### src/design/lnc_pkg.sv
// Shared types and constants for the LRU name cache with cost counter.
// No dependencies; used by the interfaces, the cell and the top level.
package lnc_pkg;

  localparam int MAX_ENTRIES_DEF = 32;
  localparam int NAME_BYTES_DEF  = 20;
  localparam int NAME_BYTES_MAX  = 20;

  localparam int LOW_W  = 64;
  localparam int MID_W  = 64;
  localparam int HIGH_W = 32;
  localparam int FLAT_W = LOW_W + MID_W + HIGH_W;
  localparam int LEN_W  = 5;
  localparam int CAP_W  = 6;
  localparam int COST_W = 3;
  localparam int TOT_W  = 32;

  localparam logic [CAP_W-1:0]  CAP_RESET = 6'd32;
  localparam logic [COST_W-1:0] HIT_COST  = 3'd1;
  localparam logic [COST_W-1:0] MISS_COST = 3'd5;
  localparam logic [8:0]        CASE_GAP  = 9'd32;

  // Per-cell control broadcast from the top level.
  typedef struct packed {
    logic valid;   // cell holds an occupied slot and a request is taken
    logic wr_sel;  // load the presented name this cycle
    logic evict;   // miss on a full cache: every cell shifts down
  } lnc_cell_ctl_t;

endpackage

### src/design/lnc_cell.sv
// One slot of the recency chain: stores a name, compares it with the request
// and takes its upper neighbor's name when the chain shifts. Depends on lnc_pkg.
module lnc_cell #(
  parameter int NAME_BYTES = lnc_pkg::NAME_BYTES_DEF
) (
  input  logic                          clk,
  input  lnc_pkg::lnc_cell_ctl_t        ctl,
  input  logic [NAME_BYTES*8-1:0]       req_bytes,
  input  logic [lnc_pkg::LEN_W-1:0]     req_len,
  input  logic [NAME_BYTES*8-1:0]       nbr_bytes,
  input  logic [lnc_pkg::LEN_W-1:0]     nbr_len,
  input  logic                          chain_in,
  output logic                          chain_out,
  output logic [NAME_BYTES*8-1:0]       bytes_q,
  output logic [lnc_pkg::LEN_W-1:0]     len_q
);

  logic [NAME_BYTES*8-1:0]   bytes_r, bytes_nxt;
  logic [lnc_pkg::LEN_W-1:0] len_r, len_nxt;
  logic                      match;
  logic [NAME_BYTES-1:0]     byte_ok;

  // Byte pairs match when equal or exactly one case gap apart.
  always_comb begin
    logic [8:0] a;
    logic [8:0] b;
    for (int k = 0; k < NAME_BYTES; k++) begin
      a = {1'b0, bytes_r[k*8 +: 8]};
      b = {1'b0, req_bytes[k*8 +: 8]};
      byte_ok[k] = (lnc_pkg::LEN_W'(k) >= req_len) || (a == b) ||
                   (a == b + lnc_pkg::CASE_GAP) || (b == a + lnc_pkg::CASE_GAP);
    end
  end

  assign match     = ctl.valid && (len_r == req_len) && (&byte_ok);
  assign chain_out = chain_in | match;

  always_comb begin
    bytes_nxt = bytes_r;
    len_nxt   = len_r;
    if (ctl.wr_sel) begin
      bytes_nxt = req_bytes;
      len_nxt   = req_len;
    end else if (ctl.evict || chain_out) begin
      bytes_nxt = nbr_bytes;
      len_nxt   = nbr_len;
    end
  end

  always_ff @(posedge clk) begin
    bytes_r <= bytes_nxt;
    len_r   <= len_nxt;
  end

  assign bytes_q = bytes_r;
  assign len_q   = len_r;

endmodule

### config.mk
export PLATFORM = sky130hd
export DESIGN_NAME = lnc_cell
export DESIGN_NICKNAME = d
export VERILOG_FILES = /design/src/design/lnc_pkg.sv /design/src/design/lnc_cell.sv
export SDC_FILE = /design/constraint.sdc
export NUM_CORES = 1
export LEC_CHECK = 0
export BUFFER_PORTS_ARGS = -buffer_cell sky130_fd_sc_hd__buf_4
export CORE_AREA = 2 2 193 195
export DETAILED_ROUTE_END_ITERATION = 8
export DIE_AREA = 0 0 195 197
export GPL_TIMING_DRIVEN = 0
export MAX_ROUTING_LAYER = met4
export PLACE_DENSITY_LB_ADDON = 0.3
export SYNTH_ARGS = -nofsm -noshare
export SYNTH_HDL_FRONTEND = slang
export SYNTH_SLANG_ARGS = --single-unit
### constraint.sdc
create_clock -name clk -period 6.95 [get_ports clk]
set_input_delay 0.695 -clock clk [delete_from_list [all_inputs] [get_ports clk]]
set_output_delay 0.695 -clock clk [all_outputs]
set_load 0.1 [all_outputs]
# == Yosys cells after proc, flatten, opt, wreduce, memory -nomap -nowiden ==
# Cells that the tools add are included.
# totals
out_inout_bits,166
inputBits,335
ff_bits,165
# op_classes
reduce_logical,65
mux,4
addsub,40
n_eq_ne,61
n_lt_le_gt_ge,20
n_bitwise,1
# ops
op,n
adder 8 x 6 -> 9 bit (second input constant),40
== test 8 x 9 -> 1 bit,40
two-way mux 160 bit,2
== test 8 bit,20
logical OR 1 bit,61
>= comparator 4 x 5 -> 1 bit (first input constant),8
>= comparator 3 x 5 -> 1 bit (first input constant),4
>= comparator 5 bit (first input constant),4
AND reduction 20 bit,1
>= comparator 1 x 5 -> 1 bit (first input constant),2
>= comparator 2 x 5 -> 1 bit (first input constant),2
two-way mux 5 bit,2
== test 5 bit,1
logical AND 1 bit,2
nonzero test 2 bit,1
bitwise OR 1 bit,1

# == Depth between registers and ports, before layout ==
# depth
word_depth,10
ltp_mapped,9

# == Least setup slack after synthesis ==
# Ideal clock, no wire load.
# synth_path
path_type,reg-to-reg
start,register bytes_r[30] (netlist: bytes_q[30])
end,"register bytes_r[0] (netlist: bytes_q[0]), enable pin"
t_arrival_ps,6561
stages_incl_launch_ff,10
path_buffers,0
setup_time_ps,534
path_slack_ps,-145
period_less_slack_ps,7095
path_cell_list,edfxtp_1 -> ha_1 -> xnor2_1 -> nand3_1 -> a2111oi_2 -> a21o_1 -> o22ai_1 -> or4_1 -> nor4_1 -> or4_1
# synth_via
elab_chain_len,9
# synth_lines
element,line,text
start: declaration,lnc_cell.sv:18,"logic [NAME_BYTES*8-1:0] bytes_r, bytes_nxt;"
start signal: assignment,lnc_cell.sv:51,bytes_r <= bytes_nxt;
"parallel branches: the longest is 3 deep, another holds adder 8 x 6 -> 9 bit",n/a,
logical OR 1 bit *,lnc_cell.sv:31,(a == b + lnc_pkg::CASE_GAP) || (b == a + lnc_pkg::CASE_GAP);
AND reduction 20 bit *,lnc_cell.sv:35,assign match = ctl.valid && (len_r == req_len) && (&byte_ok);
logical AND 1 bit *,lnc_cell.sv:35,
bitwise OR 1 bit *,lnc_cell.sv:36,assign chain_out = chain_in | match;
logical OR 1 bit *,lnc_cell.sv:44,end else if (ctl.evict || chain_out) begin
nonzero test 2 bit (no line) *,n/a,
# Every way passes the cells marked *.
# A chain may end at the register's enable or synchronous reset.

# == Worst setup path in the final report ==
# layout_path
start,register bytes_r[30] (netlist: bytes_q[30])
end,output chain_out
# layout_via
elab_chain_len,7
# layout_lines
element,line,text
"parallel branches: the longest is 3 deep, another holds adder 8 x 6 -> 9 bit",n/a,
logical OR 1 bit *,lnc_cell.sv:31,
AND reduction 20 bit *,lnc_cell.sv:35,
logical AND 1 bit *,lnc_cell.sv:35,
bitwise OR 1 bit *,lnc_cell.sv:36,
end: declaration,lnc_cell.sv:13,"output logic chain_out,"
# Marks and branches as above.

==> parameters.txt <==
Parameter                              Value

Setup path
  Delay-heaviest family, CP ... simple AND/OR/NAND/NOR gates
  Nature of the critical path endpoint ... output pin
  Data required, critical path ... 6250 ps
  Maximum fanout along the worst path ... 5
  CP peak stage delay ... 640 ps
  Data arrival at the endpoint of the critical path ... roughly 3900 ps
  Count of buffer and inverter cells on the critical path ... 1
  Master of the slowest instance on the critical path ... sky130_fd_sc_hd__nor4_1
  Type of the worst setup path ... flip-flop to output pin
  Cells traversed along the worst timing path ... ha_1 -> xnor2_1 -> nand3_1 -> a2111oi_2 -> a21o_1 -> o22ai_1 -> or4_1 -> nor4_1 -> or2_1 -> buf_4
  Startpoint type of the worst setup path ... flip-flop

Clock tree
  Post-CTS setup buffers ... 0
  Number of sinks handled by clock tree synthesis ... 165
  Total CTS buffers ... 17
  Clock root buffer master ... sky130_fd_sc_hd__clkbuf_16
  Resized cells post-CTS ... 0
  Clock Path Buffers ... 2
  TritonCTS clock tree ... yes
  Clock latency on the worst-skew pair ... 450 ps
  # H-tree levels ... 4
  Clock-pin transition on the worst setup and hold timing paths ... 70 ps
  CTS Hold Buffers Added ... 0

Finish
  Syn-to-layout area delta ... 45.6%
  Final net count ... 1801
  Utilization of the core after routing ... 0.443
  Filler cells ... around 3500
  Final Cell Area ... between 15000 and 20000 µm²
  Fraction of final layout cells sized beyond drive strength 1 ... 0.490

Placed design
  Detailed placer's ending HPWL ... 31.3 mm
  Placer's final routability congestion estimate ... 0.814
  Post-place instance area ... 15400 µm²
  Buffers on Ports ... 497

Logic synthesis
  Number of instances in the synthesized netlist ... 907
  Fraction of registers with async set/reset ... 0
  Top cells by area, synth ... sky130_fd_sc_hd__edfxtp_1 45%, sky130_fd_sc_hd__mux2_2 17%, sky130_fd_sc_hd__xnor2_1 11%, sky130_fd_sc_hd__xor2_1 5.7%, sky130_fd_sc_hd__ha_1 4.5%
  Sequential cell area fraction in the yosys report ... 0.449
  Proportion of netlist area held by the largest area contributor ... 0.449
  Synthesized net count ... ~1300
  Leading register cell type out of synthesis ... sky130_fd_sc_hd__edfxtp_1
  Leading area contributor after synthesis ... sky130_fd_sc_hd__edfxtp_1
  Number of synthesized flops with an enable pin ... 165
  Count of state elements after synthesis ... 165
  Number of distinct library cells after synthesis ... 56
  Mean instance size in the synthesized netlist ... 12.2 µm²
  Synthesized cell area ... 11000 µm²
  Total number of yosys warnings ... 0

STA
  Normalized max-slew margin ... 0.235
  Pins Over Slew Limit ... 0
  Setup_tns ... 0 ps
  Transition time at the pin with the least slew margin ... 1150 ps
  Minimum period implied by the final worst setup slack ... 4590 ps
  Maximum operating frequency ... 0.218 GHz
  Hold Fails Final Rpt ... 0
  RSZ-0062 raised after global routing ... no
  Number of endpoints failing setup at the final stage ... 0
  Clock skew after layout ... 12.9 ps
  Crit share post-route ... 0.660

Detailed routing
  Via count ... 9359
  DRC errors left ... 0
  Number of detailed-routing iterations run before antenna repair ... 4
  Ratio of routed vias to standard cells ... 4.89
  Number of antenna-violating nets in the routed design ... 0
  Per-cell routed wire length ... around 20 µm
  Initial DRC Count ... 332
  Total wire length after detailed routing ... 38.3 mm

Floorplan
  Die outline area ... 38400 µm²
  Core Rows ... 70
  Core Footprint ... 36300 µm²
  Die Width ... 195 µm
  Initial Utilization ... 0.304
  Height of the die ... 197 µm
  I/O pin total ... 501

Global routing
  Initial antenna violation count ... 5
  Most Crowded Layer GR ... met2
  Met2 capacity usage during global routing ... 0.347
  Largest net degree at the start of global routing ... 65
  Vias in the first global route ... 9646
  Met3 layer usage reported by global route ... 0.0572
  Routing usage on met1 ... 0.226
  Global-route wire length before repair ... 56.3 mm
  Global routing usage summed across all routing layers ... 0.202
  Grt total ovfl ... 0

Run
  Count of maximum capacitance violations ... 0

Power and ir drop
  Power Dens Cells ... 252 nW/µm²
  Maximum vdd ir drop ... around 0.00018 V
  Static leakage ... about 0.0066 µW

Hold path
  Kind of path behind the tightest hold check ... input port to flip-flop

Run status
  Outcome ... finished clean
-- logic make-up after synthesis --
family	share of synthesized area
XOR/XNOR	0.165
multiplexers	0.170
flip-flops	0.449
buffers and inverters	0.0114
AO/OA/AOI/OAI	0.0714
adder cells (fa/ha/maj)	0.0453
AND/OR/NAND/NOR	0.0878
-- path summary, 6_finish.rpt --
path / start / end / slack (ps) / cells after the start
setup reg to reg: bytes_q[30] / bytes_q[26] / 2370 / 10
setup / recovery: bytes_q[30] / chain_out / 2360 / 10
hold / removal: nbr_bytes[31] / bytes_q[31] / 540 / 2
hold reg to reg: len_q[4] / bytes_q[126] / 1860 / 6
-- metrics by stage --
stage                     setup slack [ps]  hold slack [ps]  cells  power, µW
final                                 2360              538   1912       4050
after detailed placement              1860             1000   1875       3010
after CTS                             2160              505   1907       4100
after global placement                -465              996   1872       2990
after global routing                  2030              517   1912       4220
after floorplan                       1510              915    907       2540
-- synthesized netlist by cell type (4+ instances only) --
master                      count
sky130_fd_sc_hd__edfxtp_1     165
sky130_fd_sc_hd__mux2_2       165
sky130_fd_sc_hd__xnor2_1      136
sky130_fd_sc_hd__xor2_1        72
sky130_fd_sc_hd__nand3_1       70
sky130_fd_sc_hd__ha_1          40
sky130_fd_sc_hd__nand2_1       38
sky130_fd_sc_hd__a31oi_1       22
sky130_fd_sc_hd__clkbuf_1      18
sky130_fd_sc_hd__a21oi_1       17
sky130_fd_sc_hd__nor2_1        17
sky130_fd_sc_hd__nor3_1        13
sky130_fd_sc_hd__nand3b_1      11
sky130_fd_sc_hd__nor4_1         9
sky130_fd_sc_hd__inv_1          8
sky130_fd_sc_hd__nand2b_1       8
sky130_fd_sc_hd__a211oi_1       6
sky130_fd_sc_hd__o221ai_1       6
sky130_fd_sc_hd__a2111oi_0      5
sky130_fd_sc_hd__o21ai_0        5
sky130_fd_sc_hd__a221o_1        4
sky130_fd_sc_hd__and3_1         4
sky130_fd_sc_hd__nand4_1        4
sky130_fd_sc_hd__o22ai_1        4
sky130_fd_sc_hd__o31ai_1        4
-- flip-flops by register name (all words and copies together) (netlist names) --
| signal | cells |
|---|---|
| len_q | 5 |
| bytes_q | 160 |
-- where the power goes --
part           switching (µW)  internal, µW  leakage [µW]
clock network             432           636      0.000311
logic                    1130           523       0.00457
registers                 105          1220       0.00171
-- layout make-up --
cell class	instances	area [µm²]	share of cell area
well taps	468	586	0.0364
repair buffers	500	3800	0.236
diodes	5	12.5	0.000778
flip-flops and latches	165	4950	0.308
clock buffers	18	429	0.0267
clock inverters	14	206	0.0128
multi-input cells	710	5960	0.371
plain buffers	24	96.3	0.00599
inverters	8	30.0	0.00187
-- layout by cell type, fill, tap and decap left out, types with 4 or more instances in the layout --
cell                        count
sky130_fd_sc_hd__mux2_2       165
sky130_fd_sc_hd__nand2b_1       8
sky130_fd_sc_hd__a211oi_1       6
sky130_fd_sc_hd__nand2_1       38
sky130_fd_sc_hd__xnor2_1      136
sky130_fd_sc_hd__bufinv_16      5
sky130_fd_sc_hd__nand3b_1      11
sky130_fd_sc_hd__clkbuf_1      19
sky130_fd_sc_hd__xor2_1        72
sky130_fd_sc_hd__clkbuf_16     17
sky130_fd_sc_hd__nand3_1       70
sky130_fd_sc_hd__and3_1         4
sky130_fd_sc_hd__o22ai_1        4
sky130_fd_sc_hd__diode_2        5
sky130_fd_sc_hd__nor2_1        17
sky130_fd_sc_hd__o21ai_0        5
sky130_fd_sc_hd__a2111oi_0      4
sky130_fd_sc_hd__buf_4        498
sky130_fd_sc_hd__o221ai_1       6
sky130_fd_sc_hd__nand4_1        4
sky130_fd_sc_hd__edfxtp_1     165
sky130_fd_sc_hd__ha_1          40
sky130_fd_sc_hd__a31oi_1       22
sky130_fd_sc_hd__inv_1          8
sky130_fd_sc_hd__a21oi_1       17
sky130_fd_sc_hd__a221o_1        4
sky130_fd_sc_hd__o31ai_1        4
sky130_fd_sc_hd__nor4_1         9
sky130_fd_sc_hd__nor3_1        13
-- layer usage --
metal	share of wire	vias to the layer above	wire length, µm
met5	0	-	0
met4	0.020	0	764
met3	0.077	46	2950
met2	0.51	339	19600
met1	0.39	4486	15000
li1	-	4488	-
(Power assumes the default switching activity.)
